--- src/hw/rtl/stdt_pkg.sv ---
// Shared types and constants for the stack trace dedup table.
// No dependencies; used by stdt_bucket_mod and stack_trace_dedup_table.
`timescale 1ns / 1ps

package stdt_pkg;

    localparam int HASH_W   = 32;
    localparam int DEPTH_W  = 7;
    localparam int FRAME_W  = 64;
    localparam int SIZE_W   = 64;
    localparam int HITS_W   = 32;
    localparam int ID_W     = 12;
    localparam int STATUS_W = 2;

    localparam int IN_DATA_W  = 232;
    localparam int OUT_DATA_W = 112;

    localparam int MOD_CYCLES = 3;
    localparam int MOD_CNT_W  = $clog2(MOD_CYCLES);

    localparam int BUCKETS_DEF     = 256;
    localparam int MAX_ENTRIES_DEF = 4096;

    localparam logic CMD_INSERT = 1'b0;
    localparam logic CMD_LOOKUP = 1'b1;

    typedef enum logic [STATUS_W-1:0] {
        STAT_MATCH = 2'd0,
        STAT_NEW   = 2'd1,
        STAT_FULL  = 2'd2,
        STAT_MISS  = 2'd3
    } status_t;

    typedef enum logic [2:0] {
        ST_CLEAR,
        ST_IDLE,
        ST_MOD,
        ST_HEAD_RD,
        ST_HEAD_CAP,
        ST_PROBE,
        ST_CMP,
        ST_EMIT
    } state_t;

endpackage

--- src/hw/rtl/stdt_bucket_mod.sv ---
// Remainder of the key hash by the bucket count through reciprocal
// multiplication and one correcting subtract.
// Depends on stdt_pkg.
`timescale 1ns / 1ps

module stdt_bucket_mod #(
    parameter int BUCKETS = stdt_pkg::BUCKETS_DEF,
    parameter int BW      = (BUCKETS > 1) ? $clog2(BUCKETS) : 1
) (
    input  logic                       aclk,
    input  logic                       aresetn,
    input  logic                       start,
    input  logic [stdt_pkg::HASH_W-1:0] hash,
    output logic                       done,
    output logic [BW-1:0]              bucket
);

    localparam int          KW    = $clog2(BUCKETS);
    localparam int          SHIFT = 31 + KW;
    localparam logic [31:0] RECIP = 32'((64'd1 << SHIFT) / 64'(BUCKETS));

    logic                           busy_reg, busy_next;
    logic [stdt_pkg::MOD_CNT_W-1:0] cnt_reg, cnt_next;
    logic [stdt_pkg::HASH_W-1:0]    h_reg, h_next;
    logic [63:0]                    prod_reg, prod_next;
    logic [stdt_pkg::HASH_W-1:0]    qb_reg, qb_next;
    logic [BW-1:0]                  rem_reg, rem_next;
    logic [stdt_pkg::HASH_W-1:0]    q_est;
    logic [stdt_pkg::HASH_W-1:0]    diff;

    always_ff @(posedge aclk) begin
        if (!aresetn) begin
            busy_reg <= 1'b0;
            cnt_reg  <= '0;
        end else begin
            busy_reg <= busy_next;
            cnt_reg  <= cnt_next;
        end
        h_reg    <= h_next;
        prod_reg <= prod_next;
        qb_reg   <= qb_next;
        rem_reg  <= rem_next;
    end

    always_comb begin
        prod_next = 64'(h_reg) * 64'(RECIP);
        q_est     = 32'(prod_reg >> SHIFT);
        qb_next   = q_est * stdt_pkg::HASH_W'(BUCKETS);
        diff      = h_reg - qb_reg;
        if (diff >= stdt_pkg::HASH_W'(BUCKETS)) begin
            rem_next = BW'(diff - stdt_pkg::HASH_W'(BUCKETS));
        end else begin
            rem_next = BW'(diff);
        end
    end

    always_comb begin
        done      = busy_reg &&
                    (cnt_reg == stdt_pkg::MOD_CNT_W'(stdt_pkg::MOD_CYCLES - 1));
        busy_next = busy_reg;
        cnt_next  = cnt_reg;
        h_next    = h_reg;
        if (start) begin
            busy_next = 1'b1;
            cnt_next  = '0;
            h_next    = hash;
        end else if (busy_reg) begin
            cnt_next = cnt_reg + 1'b1;
            if (done) begin
                busy_next = 1'b0;
            end
        end
    end

    assign bucket = rem_reg;

endmodule

--- config.mk ---
export PLATFORM = sky130hd
export DESIGN_NAME = stdt_bucket_mod
export DESIGN_NICKNAME = d
export VERILOG_FILES = /design/src/hw/rtl/stdt_pkg.sv /design/src/hw/rtl/stdt_bucket_mod.sv
export SDC_FILE = /design/constraint.sdc
export NUM_CORES = 1
export LEC_CHECK = 0
export BUFFER_PORTS_ARGS = -buffer_cell sky130_fd_sc_hd__buf_2
export CORE_MARGIN = 10
export CORE_UTILIZATION = 38
export CTS_BUF_LIST = sky130_fd_sc_hd__clkbuf_16
export DETAILED_ROUTE_END_ITERATION = 10
export GPL_ROUTABILITY_DRIVEN = 1
export PLACE_DENSITY = 0.75
export SLEW_MARGIN = 20
export SYNTH_ARGS = -nofsm -noshare
export SYNTH_HDL_FRONTEND = slang
export SYNTH_SLANG_ARGS = --single-unit
--- constraint.sdc ---
create_clock -name aclk -period 1.59 [get_ports aclk]
set_input_delay 0.0795 -clock aclk [delete_from_list [all_inputs] [get_ports aclk]]
set_output_delay 0.0795 -clock aclk [all_outputs]
set_load 0.02 [all_outputs]
* Yosys cells after proc, flatten, opt, wreduce, memory -nomap -nowiden
Cells that the tools add are included. W data, S select, Z words.
Operators by class: add/subtract/negate cells 3, order comparisons 1, equal/unequal tests 1, muxes and demuxes 4, bitwise gates (word level) 1, reduce and logical (&&, ||, !) cells 2
Operators with widths (count):
- $ge A32 B9 Y1 const B | 1
- $sub A32 B32 Y32 | 1
- $mux W8 | 1
- $sub A8 B1 Y8 const B | 1
- $mux W1 | 3
- $add A2 B1 Y2 const B | 1
- $eq A2 B2 Y1 const B | 1
- $reduce_or A2 Y1 | 1
- $logic_and A1 B1 Y1 | 1
- $not A1 Y1 | 1
Storage, ports and cells: flip-flop bits (word level) 99, output and inout port bits 9

* Longest topological paths before layout
depth in word-level cells 5, depth in mapped cells 4, gate-level depth less buffers 4

* Least setup slack after synthesis
OpenSTA, ideal clock, no wires.
path type register -> register, start register cnt_reg[0] (netlist bit), end register cnt_reg[1] (netlist bit), library setup time 86 ps, data arrival time 828 ps, data required time 1504 ps, setup slack 677 ps, stages on the path, launching flop included 4, period minus slack after synthesis 913 ps, cell sequence dfxtp_1 -> inv_1 -> ha_1 -> a211oi_1
Between the ends: word-level cells in the longest chain between the ends 1
Ends and longest elaborated chain:
- start: declaration | line stdt_bucket_mod.sv:23 | logic [stdt_pkg::MOD_CNT_W-1:0] cnt_reg, cnt_next;
- start signal: assignment | line stdt_bucket_mod.sv:37 | cnt_reg <= cnt_next;
- $add A2 B1 Y2 | line stdt_bucket_mod.sv:68 | cnt_next = cnt_reg + 1'b1;
Every way passes these cells. A chain may end at the register's enable or synchronous reset.

* Worst setup path after layout
start register cnt_reg[0] (netlist bit), end output port done
Between the ends: word-level cells in the longest chain between the ends 2
Ends and longest elaborated chain:
- $eq A2 B2 Y1 | line stdt_bucket_mod.sv:59 | (cnt_reg == stdt_pkg::MOD_CNT_W'(stdt_pkg::MOD_CYCLES - 1));
- $logic_and A1 B1 Y1 | line stdt_bucket_mod.sv:58 | done = busy_reg &&
- end: declaration | line stdt_bucket_mod.sv:14 | output logic done,
Every way passes these cells.

==> impl_table.tex <==
\begin{tabular}{lr}
\hline
Metric & Value \\
\hline
\multicolumn{2}{l}{\textbf{Status}} \\
Outcome & finished clean \\
\multicolumn{2}{l}{\textbf{Critical path}} \\
Slowest cell on the critical path & dfxtp\_1 \\
Biggest fanout along the worst timing path & 2 \\
Kind of start point of the critical path & flip-flop \\
WP data arrival & around 1.2 ns \\
Worst path top cell family by delay & flip-flops \\
Critical register-to-register path endpoint & cnt\_reg[1]\$\_SDFFE\_PP0P\_ \\
Crit path largest cell delay & roughly 0.36 ns \\
Worst flop-to-flop path startpoint & cnt\_reg[0]\$\_SDFFE\_PP0P\_ \\
Number of buffer and inverter stages on the critical path & 2 \\
Required time of the critical path & about 1.5 ns \\
Worst reg-to-reg setup slack & about 0.60 ns \\
Reg2Reg Depth & 3 \\
Type of the setup path with the least slack & flip-flop to output pin \\
Cells along the critical path & inv\_1 > ha\_1 > and2\_1 > buf\_2 \\
Type of element capturing the critical path & output pin \\
\multicolumn{2}{l}{\textbf{Power and ir drop}} \\
Share of total power consumed by net switching & roughly a fifth \\
Part of the total power dissipated in the clock network & about 44\% \\
P\_sw & 0.0002138 W \\
Sequential share of power & between 40\% and 50\% \\
Leak & around 0.32 nW \\
Total power per unit cell area & 1527 nW/um2 \\
Worst vdd rail ir drop & roughly 830 uV \\
Power share of the combinational group & 6.2\% \\
Total internal power & roughly 0.00091 W \\
\multicolumn{2}{l}{\textbf{Global route}} \\
Maximum number of pins on one net before global-route repair & 12 \\
GRT Util Overall & 5.877\% \\
Global-route wire length before repair & between 1 and 1.5 mm \\
Number of antenna violations at the first check in global routing & 0 \\
Vias in the first global route & 319 \\
Grt ovf & 0 \\
\multicolumn{2}{l}{\textbf{STA}} \\
Number of pins with negative max-slew slack in the final report & 0 \\
Worst-case headroom to the max-slew limit & a little under nine tenths \\
Sum of negative setup slack & 0 ns \\
Time the worst path needs with I/O delays and setup & approximately 1.2 ns \\
Final setup violation count & 0 \\
Fin worst setup slack & roughly 0.35 ns \\
Upper clock frequency limit & about 800 MHz \\
Worst clock skew & around 0.0012 ns \\
Worst Tran Pin Value & around 0.21 ns \\
Unrepaired setup endpoints after global routing & false \\
Fraction of the cycle the final worst path needs & slightly below 80\% \\
Min Hold Slack & approximately 0.004 ns \\
Count of endpoints failing hold in the final timing report & 0 \\
\multicolumn{2}{l}{\textbf{Cells and area}} \\
Area used by multi-input combinational logic & between 70 and 80 um2 \\
Footprint of the flip-flops and latches & $\sim$460 um2 \\
Number of antenna diodes & 0 \\
Most common cell after layout, fill and taps aside & buf\_2 \\
Most frequent cells in the layout & 19 x buf\_2, 11 x dfxtp\_1, 8 x edfxtp\_1 \\
Count of filler cells inserted in the layout & 108 \\
Post-route cell area & roughly 740 um2 \\
Area growth from synthesis to final layout & 38.17\% \\
Final layout net count & 90 \\
Layout cell share with drive strength beyond 1 & between 40\% and 50\% \\
\multicolumn{2}{l}{\textbf{Clock tree}} \\
Post-CTS Resized & 0 \\
Cell at the root of the clock tree & clkbuf\_16 \\
Longest Clk Path Bufs & 2 \\
Clock latency on the worst-skew pair & $\sim$0.25 ns \\
Clock-pin slew on the worst setup and hold paths & 0.05 ns \\
Setup bufs post-CTS & 0 \\
Number of buffers inserted during clock tree synthesis & 3 \\
Clock tree from TritonCTS & built \\
H-Tree Level Count & 1 \\
Total clock sinks & 19 \\
\multicolumn{2}{l}{\textbf{Floorplanning}} \\
Core region area & 1318 um2 \\
Vertical extent of the die & 57.50 um \\
Site row count & 13 \\
Initial standard-cell utilization of the core & between 40\% and 50\% \\
Die ar. & 3306 um2 \\
Number of top-level design ports & 44 \\
Chip width & around 57 um \\
\multicolumn{2}{l}{\textbf{Synthesis}} \\
Fraction of the yosys area taken by sequential cells & approximately 86\% \\
Average size of a mapped cell & approximately 18 um2 \\
Cell Area, Synth & between 500 and 600 um2 \\
Post-synthesis register bit count & 19 \\
Number of distinct standard cells referenced by the synthesized netlist & 11 \\
Yosys warning total & 0 \\
Post-synthesis cell count & 29 \\
Syn Nets & 65 \\
\multicolumn{2}{l}{\textbf{Route}} \\
DRC & 0 \\
Final antenna-violating net count & 0 \\
WL final & just under 900 um \\
TritonRoute pass-1 iters & 2 \\
Total vias in the final route & $\sim$300 \\
Per-cell routed wire length & 12.72 um \\
DRT iter0 DRCs & 2 \\
Via/cell ratio & roughly 4.4 \\
\multicolumn{2}{l}{\textbf{Place}} \\
Total placed instance area & roughly 650 um2 \\
Number of port buffers & 19 \\
Post-place setup slack & roughly 0.60 ns \\
DP HPWL & 673 um \\
Gp weighted congestion & 0.6202 \\
\multicolumn{2}{l}{\textbf{Worst hold path}} \\
Endpoint, Worst Hold & h\_reg[4]\$\_DFFE\_PP\_ \\
Class of the most critical hold timing path & primary input to flip-flop \\
Worst hold stages & 1 \\
Hold path start & hash[4] \\
\multicolumn{2}{l}{\textbf{Flow run}} \\
Max-cap violation count & 0 \\
\hline
\end{tabular}
[logic make-up after synthesis]
group                    share of synthesized area [%]
flip-flops                                       86.18
AND/OR/NAND/NOR                                  6.325
AO/OA/AOI/OAI                                    2.811
XOR/XNOR                                         1.640
buffers and inverters                           0.7019
adder cells (fa/ha/maj)                          2.342
[per-stage QoR]
| step | std cells | utilization, % | total power (W) |
|---|---|---|---|
| global placement | 63 | 49.19 | 0.0006335 |
| global route | 68 | 56.03 | 0.001179 |
| detailed placement | 63 | 49.19 | 0.0006371 |
| floorplan | 29 | - | 0.0005997 |
| finish | 68 | 56.03 | 0.001127 |
| CTS | 67 | 55.27 | 0.001139 |
[worst max-delay path by stage]
| stage | from | to | cells past startpoint |
|---|---|---|---|
| floorplan | cnt_reg[0]$_SDFFE_PP0P_ | cnt_reg[1]$_SDFFE_PP0P_ | 3 |
| global placement | cnt_reg[0]$_SDFFE_PP0P_ | done | 4 |
| detailed placement | cnt_reg[0]$_SDFFE_PP0P_ | cnt_reg[1]$_SDFFE_PP0P_ | 3 |
| CTS | cnt_reg[0]$_SDFFE_PP0P_ | done | 4 |
| global route | cnt_reg[0]$_SDFFE_PP0P_ | done | 4 |
| finish | cnt_reg[0]$_SDFFE_PP0P_ | done | 4 |
[cell usage after synthesis]
cell	instances	share of area, %
and2_1	1	1.2
o21a_1	1	1.4
nor2b_1	1	1.2
edfxtp_1	8	45
nor2_1	2	1.4
inv_1	1	0.70
a211oi_1	1	1.4
nand2b_4	1	2.6
xnor2_1	1	1.6
ha_1	1	2.3
dfxtp_1	11	41
[metal layers]
metal  vias up  wire length [um]  track usage [%]
li1        146                 -                -
met3         4               122            4.867
met2        17               348            6.748
met5         -                 0                0
met1       129               373            6.140
met4         0                22            6.040
[final cells by class]
type,count,area share (%)
repair buffers,20,14.24
clock buffers,3,10.17
flip-flops and latches,19,62.37
inverters,1,0.5085
well taps,15,2.542
multi-input cells,9,9.492
clock inverters,1,0.6780
[power groups by stage]
stage	Combinational [W]	Clock (W)	Sequential [W]
4_1_cts	0.0000697	0.000511	0.000558
2_1_floorplan	0.0000124	0	0.000587
5_1_grt	0.0000767	0.000543	0.000560
3_3_place_gp	0.0000678	0	0.000566
3_5_place_dp	0.0000694	0	0.000568
6_report	0.0000703	0.000499	0.000557
[what timing repair did]
item / 4_1_cts / 5_1_grt
hold buffers: 0 / 1
setup endpoints to repair: 0 / 0
hold endpoints to repair: 0 / 1
(Power assumes the default switching activity.)
